<file path="config.mk">
export PLATFORM = sky130hd
export DESIGN_NAME = bsk_mul
export DESIGN_NICKNAME = d
export VERILOG_FILES = /design/src/hw/rtl/battery_soc_kalman_estimator_assert.svh /design/src/hw/rtl/bsk_pkg.sv /design/src/hw/rtl/bsk_mul.sv
export SDC_FILE = /design/constraint.sdc
export NUM_CORES = 2
export LEC_CHECK = 0
export ABC_AREA = 1
export BUFFER_PORTS_ARGS = -buffer_cell sky130_fd_sc_hd__buf_2
export CORE_MARGIN = 2
export CORE_UTILIZATION = 45
export DETAILED_ROUTE_END_ITERATION = 10
export PLACE_DENSITY = 0.59
export SYNTH_ARGS = -nofsm -noshare
export SYNTH_HDL_FRONTEND = slang
export SYNTH_SLANG_ARGS = --single-unit
</file>
<file path="constraint.sdc">
create_clock -name clk_i -period 22.1 [get_ports clk_i]
set_clock_uncertainty 0.2 [all_clocks]
set_input_delay 1.105 -clock clk_i [delete_from_list [all_inputs] [get_ports clk_i]]
set_output_delay 1.105 -clock clk_i [all_outputs]
set_load 0.03 [all_outputs]
</file>
<file path="src/hw/rtl/battery_soc_kalman_estimator_assert.svh">
// ----------------------------------------------------------------------------
// battery soc kalman estimator assertion macros
// shared concurrent assertion forms, clocked and disabled during reset
// ----------------------------------------------------------------------------
`ifndef BATTERY_SOC_KALMAN_ESTIMATOR_ASSERT_SVH
`define BATTERY_SOC_KALMAN_ESTIMATOR_ASSERT_SVH

// condition holds in the same cycle as the trigger
`define BSK_ASSERT_NOW(label, clk, rst_n, pre, post) \
  label: assert property (@(posedge clk) disable iff (!rst_n) (pre) |-> (post)) \
    else $error("bsk assertion failed");

// condition holds in the cycle after the trigger
`define BSK_ASSERT_NEXT(label, clk, rst_n, pre, post) \
  label: assert property (@(posedge clk) disable iff (!rst_n) (pre) |=> (post)) \
    else $error("bsk assertion failed");

`endif

</file>
<file path="src/hw/rtl/bsk_pkg.sv">
// ----------------------------------------------------------------------------
// bsk_pkg
// types, codes and fixed-point helpers of the battery soc estimator
// ----------------------------------------------------------------------------
package bsk_pkg;

  // q.24 signed fixed point, 40 bits
  typedef logic signed [39:0] q_t;

  localparam q_t QOne     = 40'sd16777216;
  localparam q_t QMax     = {1'b0, {39{1'b1}}};
  localparam q_t QMin     = {1'b1, {39{1'b0}}};
  localparam q_t VarReset = 40'sd83886;

  typedef enum logic [1:0] {
    CMD_SAMPLE     = 2'd0,
    CMD_LOAD_COEFF = 2'd1,
    CMD_SET_SOC    = 2'd2,
    CMD_NOP        = 2'd3
  } cmd_e;

  typedef enum logic [2:0] {
    CFG_RC1_DECAY       = 3'd0,
    CFG_RC2_DECAY       = 3'd1,
    CFG_SOC_PER_CURRENT = 3'd2,
    CFG_RC1_GAIN        = 3'd3,
    CFG_RC2_GAIN        = 3'd4,
    CFG_OHMIC_GAIN      = 3'd5,
    CFG_MEAS_NOISE      = 3'd6,
    CFG_PROC_NOISE      = 3'd7
  } cfg_e;

  typedef struct packed {
    cmd_e       command;
    q_t         current;
    q_t         voltage;
    logic [2:0] coeff_index;
    q_t         load_value;
  } in_t;

  typedef struct packed {
    logic [24:0] soc;
    q_t          voltage_estimate;
    q_t          innovation;
  } out_t;

  // saturate a 41-bit two's complement sum to 40 bits
  function automatic q_t sat41(logic [40:0] s);
    if (s[40] != s[39]) begin
      return s[40] ? QMin : QMax;
    end
    return q_t'(s[39:0]);
  endfunction

  function automatic q_t sat_add(q_t a, q_t b);
    logic [40:0] s;
    s = {a[39], a} + {b[39], b};
    return sat41(s);
  endfunction

  function automatic q_t sat_sub(q_t a, q_t b);
    logic [40:0] s;
    s = {a[39], a} - {b[39], b};
    return sat41(s);
  endfunction

  // magnitude as unsigned, most negative value maps to 2^39
  function automatic logic [39:0] magn(q_t v);
    return v[39] ? 40'(-v) : 40'(v);
  endfunction

  // apply sign to a magnitude and saturate to 40 bits
  function automatic q_t mag_sat(logic [63:0] q, logic neg);
    if (neg) begin
      if (q > 64'h0000_0080_0000_0000) begin
        return QMin;
      end
      return q_t'(-q[39:0]);
    end
    if (q > 64'h0000_007f_ffff_ffff) begin
      return QMax;
    end
    return q_t'(q[39:0]);
  endfunction

  // clamp to the unit range [0, one]
  function automatic q_t clamp_unit(q_t v);
    if (v < 0) begin
      return '0;
    end
    if (v > QOne) begin
      return QOne;
    end
    return v;
  endfunction

endpackage

</file>
<file path="src/hw/rtl/bsk_mul.sv">
// ----------------------------------------------------------------------------
// bsk_mul
// shared q.24 multiplier: 40x20 array over two passes, then round and saturate
// ----------------------------------------------------------------------------
module bsk_mul (
  input  logic          clk_i,
  input  logic          rst_ni,
  input  logic          start_i,
  input  bsk_pkg::q_t   a_i,
  input  bsk_pkg::q_t   b_i,
  output logic          done_o,
  output bsk_pkg::q_t   res_o
);
  import bsk_pkg::*;

  typedef enum logic [3:0] {
    MUL_IDLE = 4'b0001,
    MUL_LO   = 4'b0010,
    MUL_HI   = 4'b0100,
    MUL_OUT  = 4'b1000
  } mul_state_e;

  mul_state_e  state_q, state_d;
  logic [39:0] ma_q, mb_q;
  logic        neg_q;
  logic [79:0] prod_q, prod_d;
  logic [19:0] half;
  logic [59:0] pp;
  logic [79:0] rounded;

  // one partial product per pass
  assign half    = (state_q == MUL_LO) ? mb_q[19:0] : mb_q[39:20];
  assign pp      = ma_q * half;
  assign rounded = prod_q + 80'h80_0000;

  always_comb begin
    state_d = state_q;
    prod_d  = prod_q;
    done_o  = 1'b0;
    res_o   = mag_sat(64'(rounded[79:24]), neg_q);
    unique case (state_q)
      MUL_IDLE: begin
        if (start_i) begin
          state_d = MUL_LO;
        end
      end
      MUL_LO: begin
        prod_d  = 80'(pp);
        state_d = MUL_HI;
      end
      MUL_HI: begin
        prod_d  = prod_q + {pp, 20'b0};
        state_d = MUL_OUT;
      end
      MUL_OUT: begin
        done_o  = 1'b1;
        state_d = MUL_IDLE;
      end
      default: state_d = MUL_IDLE;
    endcase
  end

  always_ff @(posedge clk_i or negedge rst_ni) begin
    if (!rst_ni) begin
      state_q <= MUL_IDLE;
    end else begin
      state_q <= state_d;
    end
  end

  // operand magnitudes and product accumulator
  always_ff @(posedge clk_i) begin
    if (state_q == MUL_IDLE && start_i) begin
      ma_q  <= magn(a_i);
      mb_q  <= magn(b_i);
      neg_q <= a_i[39] ^ b_i[39];
    end
    prod_q <= prod_d;
  end

endmodule

</file>
==> results by group <==
Clock network
  • Htree depth: 4
  • Post_cts resized: 0
  • CTS Sinks: between 100 and 150
  • Setup repair bufs after CTS: 0
  • Clk root buf: clkbuf_16
  • Clock Path Buffers: 2
  • Clk_lat worst skew: 510 ps
  • Total CTS buffers: 17
  • CTS tree: done
  • Reg clk slew, reported paths: around 80 ps
  • Hold-fix buffers at CTS: 0

Synthesis
  • Post-synthesis compound-gate area fraction: between 6 and 7%
  • YS warnings: 0
  • Largest area contributor in the netlist: fa_1
  • Sequential share of the synthesized area: 10.73%
  • Synth cell count leaders: 1,360 x nand2_1, 1,148 x inv_1, 754 x nor2_1, 681 x fa_1, 236 x ha_1
  • Syn nets: 6,559
  • Mapped Area: approximately 0.040 sq mm
  • Dominant cells by area after synthesis: fa_1 34%, nand2_1 13%, inv_1 11%, edfxtp_1 10%, ha_1 7.3%
  • Synth Area in XOR/XNOR: 3.878%
  • Number of flops mapped to enable cells by yosys: between 100 and 150
  • Post-synthesis cell count: 5,559
  • Seq cells post-synth: around 150
  • Simple logic cell fraction of the synthesized area: 25.15%
  • Multiplexer share of the synthesized area: 0%
  • Main synth FF type: edfxtp_1
  • Adder-cell area share of the yosys netlist: approximately 40%
  • Most frequent cell after synthesis: nand2_1
  • Largest family of logic cells by synthesized area: adder cells
  • Mapped Avg Cell Area: around 7.3 sq um
  • Async set-reset flop share out of synthesis: about 2.8%
  • Count of cell types in the netlist: just over 50
  • Synth top area share: 33.73%

Placed design
  • Dpl hpwl: around 120 mm
  • I/O Buffers: ~120
  • GPL Wtd Cong: just under 1

Floorplan
  • Initial core utilization: between 40% and 50%
  • Die H: between 300 and 400 microns
  • CORE AREA: a little under 0.09 sq mm
  • Die area: approximately 0.092 sq mm
  • IO Count: roughly 120
  • Width of the chip: around 300 microns
  • Rows: 109

GRT
  • Total Routing Usage GR: around a third
  • First-pass GRT wire length: 221.3 mm
  • Vias in the first global route: about 38,000
  • Largest net degree at the start of global routing: 68
  • Antenna violations before repair: 1
  • GRT Residual Overflow: 0

Worst hold path
  • Hold Crit Class: in2async

Run
  • Maximum Capacitance Violations: 0

Setup path
  • Crit end category: register
  • Most frequent CP cell: nand2_1
  • Required time of the critical path: about 22,000 ps
  • R2R depth: 37
  • Critical path class: reg2reg
  • Max incr delay on CP: 850 ps
  • CP Launch Type: register
  • Slowest cell on the critical path: inv_2
  • CP arrival: ~12,000 ps
  • Worst-path fanout max: 38

STA
  • Crit share post-route: 53.34%
  • Setup violations, final: 0
  • Fin. max-slew vios: 0
  • Hold Violations, Final: 0
  • Setup TNS: 0 ps
  • Worst slew pin tran: approximately 1200 ps
  • Final critical-path required period: about 12,000 ps
  • Fmax achieved: approximately 0.085 GHz
  • RSZ-0062 raised after global routing: no
  • Max_slew headroom: around a fifth

Cells and area
  • Fill cells: 9,116
  • Inserted Diodes: 0
  • Ratio of cells with drive above 1 in the final layout: a little over 5%
  • Multi-input logic area: a little over 0.03 sq mm
  • Final net count: roughly 6,600
  • Reg area: around 0.0043 sq mm
  • Syn-to-layout area delta: 5.788%

Detailed routing
  • First-iteration detailed-routing DRC count: approximately 3,000
  • Via count: approximately 36,000
  • Antenna viol nets, final: 0
  • Drt first pass iters: 6
  • Drt via density: between 5 and 6
  • DRC viols: 0
  • DR WL/cell: 21.37 microns
  • Routed WL: around 140 mm

Status
  • Status: finished, final reports clean
==> worst paths after layout <==
| kind | startpoint | endpoint | slack, ps |
|---|---|---|---|
| max | state_q[0] | prod_q[70] | 10310 |
| min | rst_ni | state_q[3] | 210 |
| max reg2reg | state_q[0] | prod_q[70] | 10310 |
| min reg2reg | state_q[1] | state_q[1] | 300 |
| max in group asynchronous | rst_ni | state_q[0] | 21290 |
| min in group clk_i | state_q[1] | state_q[1] | 300 |
==> cells in the final DEF (no fill, tap or decap), drive strengths merged, types with 26 or more instances in the layout <==
master  Yosys  layout
nand3     180     180
a21oi     172     172
o21ai     209     209
nor2      776     776
fa        681     681
xor2      110     110
nand2    1379    1379
inv      1152    1156
edfxtp    141     141
a31oi      30      30
xnor2      69      69
nand4      49      49
ha        236     236
a21o       26      26
nor3       46      46
buf        40     165
==> registers in the layout, indices dropped and copies added (netlist names) <==
name,count
prod_q,60
ma_q,40
mb_q,40
state_q,4
neg_q,1
==> worst max-delay path, delay by kind of cell (launching register included) <==
| kind | cells | cell delay [ps] |
|---|---|---|
| adder cells (fa/ha/maj) | 9 | 4340 |
| AND/OR/NAND/NOR | 15 | 2790 |
| buffers and inverters | 8 | 1930 |
| AO/OA/AOI/OAI | 4 | 1340 |
| flip-flops | 1 | 550 |
| XOR/XNOR | 1 | 390 |
==> per-layer routing <==
layer / vias to the layer above / GRT usage (%) / share of wire (%)
met5: - / 0 / 0
met4: 0 / 13.34 / 4.7
met3: 304 / 5.666 / 7.9
met2: 1516 / 53.73 / 47
met1: 17600 / 39.67 / 40
li1: 16760 / - / -
==> cell type report <==
| cell class | count | area share [%] |
|---|---|---|
| timing repair buffer | 165 | 2.177 |
| inverter | 1163 | 10.21 |
| clock buffer | 19 | 1.012 |
| multi-input combinational | 4079 | 72.70 |
| clock inverter | 13 | 0.3599 |
| sequential | 145 | 10.14 |
| tap | 1165 | 3.409 |
==> per-stage QoR <==
step / util (%) / setup WS (ps) / hold WS, ps / cell area [sq um] / instances
6_report: 48.24 / 10310 / 207.3 / 42760 / 6749
2_1_floorplan: - / 13170 / 252.6 / 40420 / 5559
5_1_grt: 48.24 / 9751 / 196.1 / 42760 / 6749
3_5_place_dp: 47.58 / 10440 / 297.3 / 42180 / 6717
3_3_place_gp: 47.58 / 10370 / 293.3 / 42180 / 6717
4_1_cts: 48.24 / 10430 / 176.2 / 42760 / 6749
==> logic make-up after synthesis <==
| kind of cell | Yosys count |
|---|---|
| AO/OA/AOI/OAI | 492 |
| XOR/XNOR | 179 |
| adder cells (fa/ha/maj) | 917 |
| buffers and inverters | 1335 |
| flip-flops | 145 |
| AND/OR/NAND/NOR | 2491 |
Power is not shown: default switching activity piles up to over one toggle a cycle in this logic, so the estimate is an artifact.
