==> src/hw/rtl/battery_soc_kalman_estimator_assert.svh <==
// ----------------------------------------------------------------------------
// battery soc kalman estimator assertion macros
// shared concurrent assertion forms, clocked and disabled during reset
// ----------------------------------------------------------------------------
`ifndef BATTERY_SOC_KALMAN_ESTIMATOR_ASSERT_SVH
`define BATTERY_SOC_KALMAN_ESTIMATOR_ASSERT_SVH

// condition holds in the same cycle as the trigger
`define BSK_ASSERT_NOW(label, clk, rst_n, pre, post) \
  label: assert property (@(posedge clk) disable iff (!rst_n) (pre) |-> (post)) \
    else $error("bsk assertion failed");

// condition holds in the cycle after the trigger
`define BSK_ASSERT_NEXT(label, clk, rst_n, pre, post) \
  label: assert property (@(posedge clk) disable iff (!rst_n) (pre) |=> (post)) \
    else $error("bsk assertion failed");

`endif

==> src/hw/rtl/bsk_pkg.sv <==
// ----------------------------------------------------------------------------
// bsk_pkg
// types, codes and fixed-point helpers of the battery soc estimator
// ----------------------------------------------------------------------------
package bsk_pkg;

  // q.24 signed fixed point, 40 bits
  typedef logic signed [39:0] q_t;

  localparam q_t QOne     = 40'sd16777216;
  localparam q_t QMax     = {1'b0, {39{1'b1}}};
  localparam q_t QMin     = {1'b1, {39{1'b0}}};
  localparam q_t VarReset = 40'sd83886;

  typedef enum logic [1:0] {
    CMD_SAMPLE     = 2'd0,
    CMD_LOAD_COEFF = 2'd1,
    CMD_SET_SOC    = 2'd2,
    CMD_NOP        = 2'd3
  } cmd_e;

  typedef enum logic [2:0] {
    CFG_RC1_DECAY       = 3'd0,
    CFG_RC2_DECAY       = 3'd1,
    CFG_SOC_PER_CURRENT = 3'd2,
    CFG_RC1_GAIN        = 3'd3,
    CFG_RC2_GAIN        = 3'd4,
    CFG_OHMIC_GAIN      = 3'd5,
    CFG_MEAS_NOISE      = 3'd6,
    CFG_PROC_NOISE      = 3'd7
  } cfg_e;

  typedef struct packed {
    cmd_e       command;
    q_t         current;
    q_t         voltage;
    logic [2:0] coeff_index;
    q_t         load_value;
  } in_t;

  typedef struct packed {
    logic [24:0] soc;
    q_t          voltage_estimate;
    q_t          innovation;
  } out_t;

  // saturate a 41-bit two's complement sum to 40 bits
  function automatic q_t sat41(logic [40:0] s);
    if (s[40] != s[39]) begin
      return s[40] ? QMin : QMax;
    end
    return q_t'(s[39:0]);
  endfunction

  function automatic q_t sat_add(q_t a, q_t b);
    logic [40:0] s;
    s = {a[39], a} + {b[39], b};
    return sat41(s);
  endfunction

  function automatic q_t sat_sub(q_t a, q_t b);
    logic [40:0] s;
    s = {a[39], a} - {b[39], b};
    return sat41(s);
  endfunction

  // magnitude as unsigned, most negative value maps to 2^39
  function automatic logic [39:0] magn(q_t v);
    return v[39] ? 40'(-v) : 40'(v);
  endfunction

  // apply sign to a magnitude and saturate to 40 bits
  function automatic q_t mag_sat(logic [63:0] q, logic neg);
    if (neg) begin
      if (q > 64'h0000_0080_0000_0000) begin
        return QMin;
      end
      return q_t'(-q[39:0]);
    end
    if (q > 64'h0000_007f_ffff_ffff) begin
      return QMax;
    end
    return q_t'(q[39:0]);
  endfunction

  // clamp to the unit range [0, one]
  function automatic q_t clamp_unit(q_t v);
    if (v < 0) begin
      return '0;
    end
    if (v > QOne) begin
      return QOne;
    end
    return v;
  endfunction

endpackage

==> src/hw/rtl/bsk_div.sv <==
// ----------------------------------------------------------------------------
// bsk_div
// q.24 divider: restoring, one quotient bit per cycle, rounded half away
// ----------------------------------------------------------------------------
module bsk_div (
  input  logic          clk_i,
  input  logic          rst_ni,
  input  logic          start_i,
  input  bsk_pkg::q_t   num_i,
  input  bsk_pkg::q_t   den_i,
  output logic          done_o,
  output bsk_pkg::q_t   res_o
);
  import bsk_pkg::*;

  typedef enum logic [2:0] {
    DIV_IDLE = 3'b001,
    DIV_RUN  = 3'b010,
    DIV_OUT  = 3'b100
  } div_state_e;

  div_state_e  state_q, state_d;
  logic [63:0] num_q, quo_q;
  logic [39:0] rem_q, md_q;
  logic        neg_q, zero_q;
  logic [5:0]  cnt_q;
  logic [40:0] rem_sh, rem_sub;
  logic        fits;
  logic [39:0] mn_in, md_in;

  assign mn_in   = magn(num_i);
  assign md_in   = magn(den_i);
  assign rem_sh  = {rem_q, num_q[63]};
  assign rem_sub = rem_sh - {1'b0, md_q};
  assign fits    = rem_sh >= {1'b0, md_q};

  always_comb begin
    state_d = state_q;
    done_o  = 1'b0;
    res_o   = zero_q ? '0 : mag_sat(quo_q, neg_q);
    unique case (state_q)
      DIV_IDLE: begin
        if (start_i) begin
          state_d = DIV_RUN;
        end
      end
      DIV_RUN: begin
        if (cnt_q == 6'd63) begin
          state_d = DIV_OUT;
        end
      end
      DIV_OUT: begin
        done_o  = 1'b1;
        state_d = DIV_IDLE;
      end
      default: state_d = DIV_IDLE;
    endcase
  end

  always_ff @(posedge clk_i or negedge rst_ni) begin
    if (!rst_ni) begin
      state_q <= DIV_IDLE;
      cnt_q   <= '0;
    end else begin
      state_q <= state_d;
      if (state_q == DIV_RUN) begin
        cnt_q <= cnt_q + 6'd1;
      end else begin
        cnt_q <= '0;
      end
    end
  end

  // dividend is n*2^24 plus half the divisor for rounding
  always_ff @(posedge clk_i) begin
    if (state_q == DIV_IDLE && start_i) begin
      num_q  <= {mn_in, 24'b0} + 64'(md_in[39:1]);
      md_q   <= md_in;
      rem_q  <= '0;
      quo_q  <= '0;
      neg_q  <= num_i[39] ^ den_i[39];
      zero_q <= (md_in == '0);
    end else if (state_q == DIV_RUN) begin
      num_q <= {num_q[62:0], 1'b0};
      quo_q <= {quo_q[62:0], fits};
      rem_q <= fits ? rem_sub[39:0] : rem_sh[39:0];
    end
  end

endmodule

==> config.mk <==
export PLATFORM = sky130hd
export DESIGN_NAME = bsk_div
export DESIGN_NICKNAME = d
export VERILOG_FILES = /design/src/hw/rtl/battery_soc_kalman_estimator_assert.svh /design/src/hw/rtl/bsk_pkg.sv /design/src/hw/rtl/bsk_div.sv
export SDC_FILE = /design/constraint.sdc
export NUM_CORES = 1
export LEC_CHECK = 0
export BUFFER_PORTS_ARGS = -buffer_cell sky130_fd_sc_hd__buf_2
export CAP_MARGIN = 20
export CORE_AREA = 2 2 216 218
export DETAILED_ROUTE_END_ITERATION = 8
export DIE_AREA = 0 0 218 220
export PLACE_DENSITY = 0.58
export SYNTH_ARGS = -nofsm -noshare
export SYNTH_HDL_FRONTEND = slang
export SYNTH_SLANG_ARGS = --single-unit
==> constraint.sdc <==
create_clock -name clk_i -period 5.9 [get_ports clk_i]
set_clock_uncertainty 0.2 [all_clocks]
set_input_delay 0.59 -clock clk_i [delete_from_list [all_inputs] [get_ports clk_i]]
set_output_delay 0.59 -clock clk_i [all_outputs]
set_load 0.02 [all_outputs]
==> flow_metrics.tcl, run 1 <==
set metrics [dict create \
    outcome "finished clean" \
    syn_to_final_growth_pct 14.4 \
    critPathArrivalTime_ns 4.74 \
    maxSlewViolCount 0 \
    num-fill-cells 4750 \
    finalSetupTns_ns 0 \
    tritoncts "done" \
    row_count 79 \
    cts_buffers 25 \
    place_area_mm2 0.0162 \
    grt-ovfl-total 0 \
    crit_chain "inv_1 -> ha_1 -> or3b_2 -> nor4_4 -> nand4_1 -> nor4_4 -> nand4_1 -> or3_1 -> or3_1 -> o21ai_1 -> nand2_1 -> a21o_2 -> buf_4 -> a311oi_1 -> buf_2" \
    min_period_over_period_pct 93.7 \
    drc 0 \
    synthTopCellsByArea "edfxtp_1 21%, dfxtp_1 14%, nand2_1 5.6%" \
    dp_hpwl_mm 28.9 \
    via_count 13100 \
    required_ns 5.11 \
    diodes 0 \
    syn-cell-area_mm2 0.0149 \
    setup_ws_ns 0.370 \
    slew_headroom_pct 32.7 \
    r2r-start "num_q[63]" \
    die_x_um 218 \
    min_period_ns 5.53 \
    worstSetupEndpointType "output pin" \
    ios 124 \
    crit_slowest_cell "or3b_2" \
    worstHoldPathType "in -> reg" \
    gp_congestion 0.875 \
    critPathTopFamily "simple AND/OR/NAND/NOR gates" \
    finalInstanceArea_mm2 0.0170 \
    synthCells 1743 \
    vias_per_cell 5.33 \
    core_mm2 0.0459 \
    grt_usage_pct 16.4 \
    htree_levels 1 \
    io_buffers 123 \
    synth_cell_types 86 \
    worstSkewPairLatency_ns 0.54 \
    synth_seq_cells 219 \
    pre_cts_slack_ns 0.131 \
    powerDensity_mw_per_mm2 394 \
    synth_area_per_cell_um2 8.55 \
    grt_pass1_wl_mm 64.7 \
    yosys.area.top_type "edfxtp_1" \
    fin_cells 2459 \
    grt_antenna_before_repair 5 \
    syn-num-nets 1884 \
    cp-startpoint "quo_q[0]" \
    antenna_left 0 \
    dpl.cell_count 2411 \
    grt_pass1_vias 12400 \
    drv_cap 0 \
    first_pass_iters 5 \
    rrSetupSlack_ns 1.28 \
    worst_pin_slew_ns 1.00 \
    cp-start-kind "register" \
    hold_path_depth 1 \
    synth_common_cells "223 x nand2_1, 143 x nor2_1, 137 x o21ai_0" \
    r2r_cells 14 \
    grt_max_degree 84 \
    hold_viol 0 \
    max_freq_ghz 0.181 \
    synth_warnings 0 \
    r2r_end "rem_q[6]" \
    synth_seq_area_share_pct 36.9 \
    route.detailed.wl_per_inst_um 16.2 \
    drt_iter0_drc 936 \
    max_stage_delay_ns 0.51 \
    clock_path_buffers 3 \
    peakVddDrop_v 0.000209 \
    yosysMostFrequentCell "nand2_1" \
    cts_sinks 219 \
    clockRootBuffer "clkbuf_16" \
    drive_gt1_share_pct 12.9 \
    cts.clk_slew.worst_paths_ns 0.06 \
    crit_cells 15 \
    power.static_leakage_nw 6.81 \
    drt-total-wl_mm 39.8 \
    finalPower_mw 6.71 \
    die_area_mm2 0.0480 \
    final_net_count 1974 \
    worstSetupPathType "reg -> out" \
    die_h_um 220 \
    path_buf_inv 3 \
    synth_enable_flop_cells 106 \
    path_max_fanout 13 \
    rsz0062_at_grt "no" \
    start_util_pct 32.5 \
    async_flop_share_pct 4.11 \
    yosysTopAreaCellShare_pct 21.4 \
    setup_viol 0 \
    critical_path.endpoint "res_o[24]" \
    ys.flop_type "edfxtp_1" \
]
-- cell type report --
type | count | area [um2] | share of cell area [%]
well taps | 607 | 759 | 4.45
flip-flops and latches | 219 | 5490 | 32.2
clock buffers | 36 | 738 | 4.33
multi-input cells | 1348 | 8810 | 51.7
inverters | 87 | 327 | 1.92
repair buffers | 152 | 836 | 4.90
clock inverters | 10 | 88.8 | 0.521
-- logic make-up after synthesis --
group / count (synthesis) / share of synthesized area (%)
flip-flops: 219 / 36.9
buffers and inverters: 176 / 4.53
multiplexers: 30 / 2.05
AND/OR/NAND/NOR: 598 / 19.2
XOR/XNOR: 161 / 9.70
adder cells (fa/ha/maj): 62 / 5.25
AO/OA/AOI/OAI: 497 / 22.4
-- routing by layer --
metal | wire, um | track usage, %
met4 | 980 | 4.74
met5 | 49 | 0
met3 | 1820 | 2.40
met1 | 18200 | 21.4
met2 | 18700 | 28.1
-- worst min-delay path by stage --
stage                   from  slack [ns]         end
CTS                 den_i[0]        0.06     md_q[0]
global placement      rst_ni        0.25  state_q[1]
floorplan             rst_ni        0.09    cnt_q[0]
finish              den_i[0]        0.08     md_q[0]
detailed placement    rst_ni        0.25  state_q[2]
global route        den_i[0]        0.06     md_q[0]
-- sequential cells by signal (all words and copies together) (netlist names) --
register,flops
num_q,64
quo_q,64
md_q,40
rem_q,40
cnt_q,6
state_q,3
neg_q,1
zero_q,1
-- cell usage in the layout, fill, tap and decap left out, types with 9 or more instances in the layout --
cell	n
a311oi_1	16
o21ai_0	137
a21o_1	19
a31oi_1	20
edfxtp_1	106
nand2b_1	14
clkbuf_16	26
mux2i_1	26
or3_1	25
nand2_1	223
nand3_1	21
buf_4	28
inv_1	84
xnor2_1	88
nor2_1	141
or2_2	11
or4_1	13
o41ai_1	15
o211ai_1	13
o21a_1	11
buf_2	123
xor2_1	70
o31ai_1	24
nor4_1	24
ha_1	56
nand4_1	16
dfxtp_1	104
nor3_1	38
a211oi_1	28
a21oi_1	85
nor2b_1	17
and3_1	9
a22o_1	57
-- per-stage QoR --
step                      hold WS (ns)  utilization [%]
after detailed placement         0.250             35.3
after CTS                       0.0573             37.1
final                           0.0845             37.2
after global routing            0.0641             37.2
after global placement           0.247             35.3
after floorplan                 0.0944                -
-- repair_timing --
item	in CTS	in global routing
setup buffers	0	1
gates resized for setup	2	4
pin swaps	0	2
hold endpoints to repair	9	0
endpoints found under the setup margin	3	10
hold buffers	1	0
-- where the power goes --
| part | internal [mW] | switching (mW) |
|---|---|---|
| clock | 0.916 | 0.651 |
| sequential | 2.15 | 0.184 |
| combinational | 1.02 | 1.79 |
| total | 4.09 | 2.63 |
No activity file was read; power rests on OpenSTA's default activity.
==> inputs of run 2 (changes only) <==
--- a/config.mk
+++ b/config.mk
@@ -10,7 +10,7 @@
 export CORE_AREA = 2 2 216 218
 export DETAILED_ROUTE_END_ITERATION = 8
 export DIE_AREA = 0 0 218 220
-export PLACE_DENSITY = 0.58
+export PLACE_DENSITY = 0.6
 export SYNTH_ARGS = -nofsm -noshare
 export SYNTH_HDL_FRONTEND = slang
 export SYNTH_SLANG_ARGS = --single-unit
==> constraint.sdc (replaced) <==
create_clock -name clk_i -period 4.5 [get_ports clk_i]
set_clock_uncertainty 0.2 [all_clocks]
set_input_delay 0.45 -clock clk_i [delete_from_list [all_inputs] [get_ports clk_i]]
set_output_delay 0.45 -clock clk_i [all_outputs]
set_load 0.02 [all_outputs]
==> run 2 against run 1 <==
Compared with the run above:
- die area did not move
- final area increased by 15%
- hold slack worse by 0.0046 ns
- clock power grew 32%
- global-route usage grew 0.90 points
- largest cell class unchanged
- critical path depth decreased by 1
- routed wire length is 6.4% higher
- largest power group unchanged
- the flow now finishes with violations (negative setup slack)
- sequential share of layout area is 4.1 points lower
- highest routed layer unchanged
- non-clock buffer count grew 194
- critical path type unchanged
==> flow_metrics.tcl, run 2 (synthesis results as in run 1) <==
set metrics [dict create \
    min_period_ns 4.81 \
    reg_top3 "num_q (64), quo_q (64)" \
    worstSetupEndpointType "output pin" \
    cts.clk_slew.worst_paths_ns 0.06 \
    die_x_um 218 \
    worst_pin_slew_ns 0.965 \
    die_area_mm2 0.0480 \
    core_mm2 0.0459 \
    power.static_leakage_nw 7.93 \
    drc 0 \
    vias_per_cell 5.28 \
    gp_congestion 0.887 \
    io_buffers 123 \
    final_cell_mix "222 x buf_4, 220 x nand2_1, 128 x nor2_1" \
    grt-ovfl-total 0 \
    tritoncts "done" \
    drive_gt1_share_pct 25.5 \
    fin_cells 2653 \
    grt_pass1_wl_mm 68.6 \
    die_h_um 220 \
    violations "negative setup slack" \
    final_net_count 2168 \
    clockRootBuffer "clkbuf_16" \
    grt_antenna_before_repair 4 \
    htree_levels 1 \
    setup_ws_ns -0.312 \
    dpl.cell_count 2576 \
    cp-start-kind "register" \
    antenna_left 0 \
    rsz0062_at_grt "yes" \
    path_max_fanout 3 \
    postLayoutCoreUtil_pct 42.6 \
    via_count 14000 \
    required_ns 3.85 \
    setup_viol 38 \
    finalInstanceArea_mm2 0.0195 \
    num-fill-cells 4515 \
    powerDensity_mw_per_mm2 480 \
    finalPower_mw 9.37 \
    place_area_mm2 0.0177 \
    row_count 79 \
    pre_cts_slack_ns -0.658 \
    max_freq_ghz 0.208 \
    drv_cap 0 \
    outcome "finished with violations" \
    cts_sinks 219 \
    final_common_cell "buf_4" \
    worstSetupPathType "reg -> out" \
    whs_ns 0.0799 \
    hold_viol 0 \
    clock_path_buffers 3 \
    drt-total-wl_mm 42.3 \
    min_period_over_period_pct 107 \
    start_util_pct 32.5 \
    ios 124 \
    worstHoldPathType "in -> reg" \
    peakVddDrop_v 0.000329 \
    grt_max_degree 104 \
    route.detailed.wl_per_inst_um 15.9 \
    dp_hpwl_mm 30.8 \
    maxSlewViolCount 0 \
    grt_usage_pct 17.3 \
    worstSkewPairLatency_ns 0.54 \
    grt_pass1_vias 13500 \
    syn_to_final_growth_pct 31.1 \
    finalSetupTns_ns -5.82 \
    first_pass_iters 7 \
    drt_iter0_drc 780 \
    cts_buffers 25 \
    critPathArrivalTime_ns 4.16 \
    slew_headroom_pct 35.2 \
]
[run 2: layout make-up]
class,instances,area [um2],share of cell area (%)
diodes,1,2.50,0.0128
clock buffers,35,696,3.56
clock inverters,10,131,0.673
inverters,87,327,1.67
multi-input cells,1348,9580,49.0
flip-flops and latches,219,5490,28.1
well taps,607,759,3.89
repair buffers,346,2540,13.0
[run 2: timing repair]
action / CTS / global route
endpoints found under the hold margin: 10 / 0
pin swaps: 38 / 56
endpoints found under the setup margin: 48 / 72
gates resized for setup: 89 / 95
setup buffers: 12 / 18
hold buffers: 2 / 0
gates cloned: 1 / 0
[run 2: metal layers]
metal  wire, um  track usage [%]  vias to the layer above  share of wire [%]
met5         43                0                        -               0.10
li1           -                -                     6952                  -
met1      18800             21.9                     6693                 44
met2      20700             30.7                      282                 49
met3       1830             2.28                       69                4.3
met4        942             4.83                        6                2.2
[run 2: path summary, 6_finish.rpt]
path / start / end / slack (ns) / cells after the start
min: den_i[38] / md_q[38] / 0.08 / 2
max reg2reg: num_q[63] / rem_q[38] / 0.40 / 15
max: quo_q[0] / res_o[39] / -0.31 / 14
min reg2reg: rem_q[39] / rem_q[39] / 0.27 / 1
min in group asynchronous: rst_ni / cnt_q[2] / 0.12 / 2
max in group asynchronous: rst_ni / state_q[0] / 3.74 / 2
[run 2: worst max-delay path, stage by stage, from the launching register on]
cell and delay [ns]:
dfxtp_2 0.32, buf_4 0.14, or4_4 0.54, nor4_2 0.15
buf_4 0.16, nand4_1 0.13, nand2b_4 0.18, or3_4 0.33
or3_4 0.34, or3_1 0.34, or3_4 0.35, nor3_2 0.13
xor2_1 0.23, a211oi_2 0.10, buf_4 0.20
[run 2: power by group]
group          switching [mW]  leakage, nW  total [mW]  internal (mW)
clock                   0.830        0.407        2.08           1.25
sequential              0.253         1.97        3.07           2.82
combinational            2.53         5.55        4.22           1.69
total                    3.62         7.93        9.37           5.75
==> inputs of run 3 (changes only) <==
--- a/config.mk
+++ b/config.mk
@@ -5,12 +5,13 @@
 export SDC_FILE = /design/constraint.sdc
 export NUM_CORES = 1
 export LEC_CHECK = 0
+export ABC_AREA = 1
 export BUFFER_PORTS_ARGS = -buffer_cell sky130_fd_sc_hd__buf_2
 export CAP_MARGIN = 20
-export CORE_AREA = 2 2 216 218
+export CORE_AREA = 2 2 230 232
 export DETAILED_ROUTE_END_ITERATION = 8
-export DIE_AREA = 0 0 218 220
-export PLACE_DENSITY = 0.6
+export DIE_AREA = 0 0 232 234
+export PLACE_DENSITY = 0.59
 export SYNTH_ARGS = -nofsm -noshare
 export SYNTH_HDL_FRONTEND = slang
 export SYNTH_SLANG_ARGS = --single-unit
==> constraint.sdc (replaced) <==
create_clock -name clk_i -period 4.3 [get_ports clk_i]
set_clock_uncertainty 0.2 [all_clocks]
set_input_delay 0.43 -clock clk_i [delete_from_list [all_inputs] [get_ports clk_i]]
set_output_delay 0.43 -clock clk_i [all_outputs]
set_load 0.02 [all_outputs]
==> run 3 against run 2 <==
Compared with the run above:
- the flow now finishes without violations
- routed wire length is 25% higher
- register-to-register slack better by 0.44 ns
- worst setup slack gained 0.53 ns
- total power is 3.5% higher
- hold slack worse by 0.016 ns
- clock-buffer cell count is 7 lower
- via count increased by 20%
- area after synthesis up 14%
- largest cell class unchanged
==> flow_metrics.tcl, run 3 <==
set metrics [dict create \
    maxSlewViolCount 0 \
    setup_viol 0 \
    pre_cts_slack_ns 0.0744 \
    synth_enable_flop_cells 106 \
    synth_cell_types 58 \
    grt_max_degree 99 \
    crit_chain "inv_2 -> ha_1 -> nand3_1 -> nor2_1 -> nand2_1 -> nor2_2 -> nand2_1 -> nor3_2 -> nand4_1 -> nand2_1 -> buf_4 -> a31oi_1 -> a311oi_1 -> buf_2" \
    cts_sinks 219 \
    die_x_um 232 \
    core_mm2 0.0520 \
    grt-ovfl-total 0 \
    synth_warnings 0 \
    required_ns 3.67 \
    power.static_leakage_nw 8.65 \
    clockRootBuffer "clkbuf_16" \
    grt_pass1_vias 16300 \
    peakVddDrop_v 0.000352 \
    ios 124 \
    path_buf_inv 3 \
    setup_ws_ns 0.222 \
    worstSetupEndpointType "output pin" \
    cts_buffers 26 \
    max_stage_delay_ns 0.38 \
    drt_iter0_drc 1152 \
    highest_layer "met4" \
    dp_hpwl_mm 41.4 \
    min_period_ns 4.08 \
    synth_seq_cells 219 \
    worstSkewPairLatency_ns 0.55 \
    die_h_um 234 \
    max_freq_ghz 0.245 \
    yosys.area.top_type "edfxtp_1" \
    synth_seq_area_share_pct 32.4 \
    ys.flop_type "edfxtp_1" \
    syn_to_final_growth_pct 13.7 \
    final_cell_mix "661 x nand2_1, 310 x inv_1, 256 x nor2_1" \
    critPathTopFamily "simple AND/OR/NAND/NOR gates" \
    final_net_count 2728 \
    worstHoldPathType "in -> reg" \
    clock_path_buffers 3 \
    whs_ns 0.0638 \
    tritoncts "done" \
    vias_per_cell 5.11 \
    io_buffers 123 \
    grt_usage_pct 19.2 \
    final_common_cell "nand2_1" \
    crit_slowest_cell "a311oi_1" \
    drt-total-wl_mm 52.8 \
    worstSetupPathType "reg -> out" \
    hold_viol 0 \
    die_area_mm2 0.0543 \
    drive_gt1_share_pct 13.0 \
    path_max_fanout 29 \
    grt_antenna_before_repair 3 \
    synthTopCellsByArea "edfxtp_1 19%, nand2_1 15%, dfxtp_1 12%" \
    min_period_over_period_pct 94.8 \
    yosysMostFrequentCell "nand2_1" \
    start_util_pct 32.5 \
    gp_congestion 0.942 \
    syn-num-nets 2625 \
    grt_pass1_wl_mm 84.8 \
    via_count 16900 \
    critPathArrivalTime_ns 3.45 \
    powerDensity_mw_per_mm2 504 \
    outcome "finished clean" \
    htree_levels 1 \
    row_count 84 \
    yosysTopAreaCellShare_pct 18.8 \
    path_common_cell "nand2_1" \
    slew_headroom_pct 27.0 \
    synthCells 2484 \
    met2_length_mm 24.2 \
    drv_cap 0 \
    reg_top3 "num_q (64), quo_q (64)" \
    route.met3.wl_mm 2.46 \
    drc 0 \
    cts.clk_slew.worst_paths_ns 0.06 \
    async_flop_share_pct 4.11 \
    first_pass_iters 6 \
    antenna_left 0 \
    cp-start-kind "register" \
    drt-met1-wl_mm 24.8 \
    route.detailed.wl_per_inst_um 16.0 \
    syn-cell-area_mm2 0.0169 \
    synth_common_cells "664 x nand2_1, 311 x inv_1, 258 x nor2_1" \
    synth_area_per_cell_um2 6.81 \
    worst_pin_slew_ns 1.09 \
]
==> run 3: changes by cell type after synthesis, sizes merged, moves of 26 or more <==
cell    before  now
o21ai      145  104
clkbuf      71   41
a22o        57    0
nand2      223  693
nand3       22  190
nor2       143  291
xnor2       89   27
inv         86  335
o22ai        6   63
a31oi       20   49
mux2i       26    0
==> run 3: kinds of logic (layout without fill, tap and decap cells) <==
group / count (synthesis) / in the layout / synth area share, %
buffers and inverters: 410 / 533 / 9.28
AND/OR/NAND/NOR: 1301 / 1301 / 34.0
XOR/XNOR: 112 / 112 / 6.02
flip-flops: 219 / 219 / 32.4
adder cells (fa/ha/maj): 58 / 58 / 4.38
other: 0 / 3 / 0
AO/OA/AOI/OAI: 384 / 384 / 13.9
==> run 3: worst paths after layout <==
kind,start,end,slack [ns],cells past startpoint
min,den_i[27],md_q[27],0.06,2
min in group asynchronous,rst_ni,state_q[2],0.08,2
max reg2reg,md_q[2],rem_q[26],0.84,14
max,quo_q[1],res_o[26],0.22,14
min reg2reg,cnt_q[0],cnt_q[0],0.27,1
max in group asynchronous,rst_ni,state_q[0],3.58,2
==> run 3: cell type report <==
type | instances | area [um2]
Timing Repair Buffer | 148 | 808
Fill cell | 5675 | 32800
Multi-Input combinational cell | 1855 | 9930
Tap cell | 688 | 861
Sequential cell | 219 | 5490
Antenna cell | 3 | 7.51
Inverter | 337 | 1270
Clock inverter | 20 | 218
Clock buffer | 28 | 658
==> run 3: report_power, final <==
group / switching (mW) / internal, mW / total [mW]
clock: 0.918 / 1.35 / 2.27
combinational: 2.99 / 1.33 / 4.31
sequential: 0.211 / 2.90 / 3.12
==> run 3: per-layer routing <==
layer  up-vias  GRT usage [%]
met5         -              0
met4         0           6.09
met3        68           1.79
met2       469           32.3
met1      7873           26.1
li1       8456              -
==> run 3: repair_timing <==
action	CTS	global route
hold buffers	2	0
setup buffers	0	2
hold endpoints to repair	10	0
resized for setup	0	12
setup endpoints to repair	0	57
==> run 3: stage by stage <==
stage	setup TNS [ns]	util (%)	cell area [um2]	std cells	total power [mW]
2_1_floorplan	0	-	16900	2484	6.26
3_3_place_gp	0	35.1	18300	3243	7.39
3_5_place_dp	0	35.1	18300	3243	7.45
4_1_cts	0	36.8	19200	3293	9.76
5_1_grt	-0.00424	37.0	19200	3298	10.4
6_report	0	37.0	19200	3298	9.70
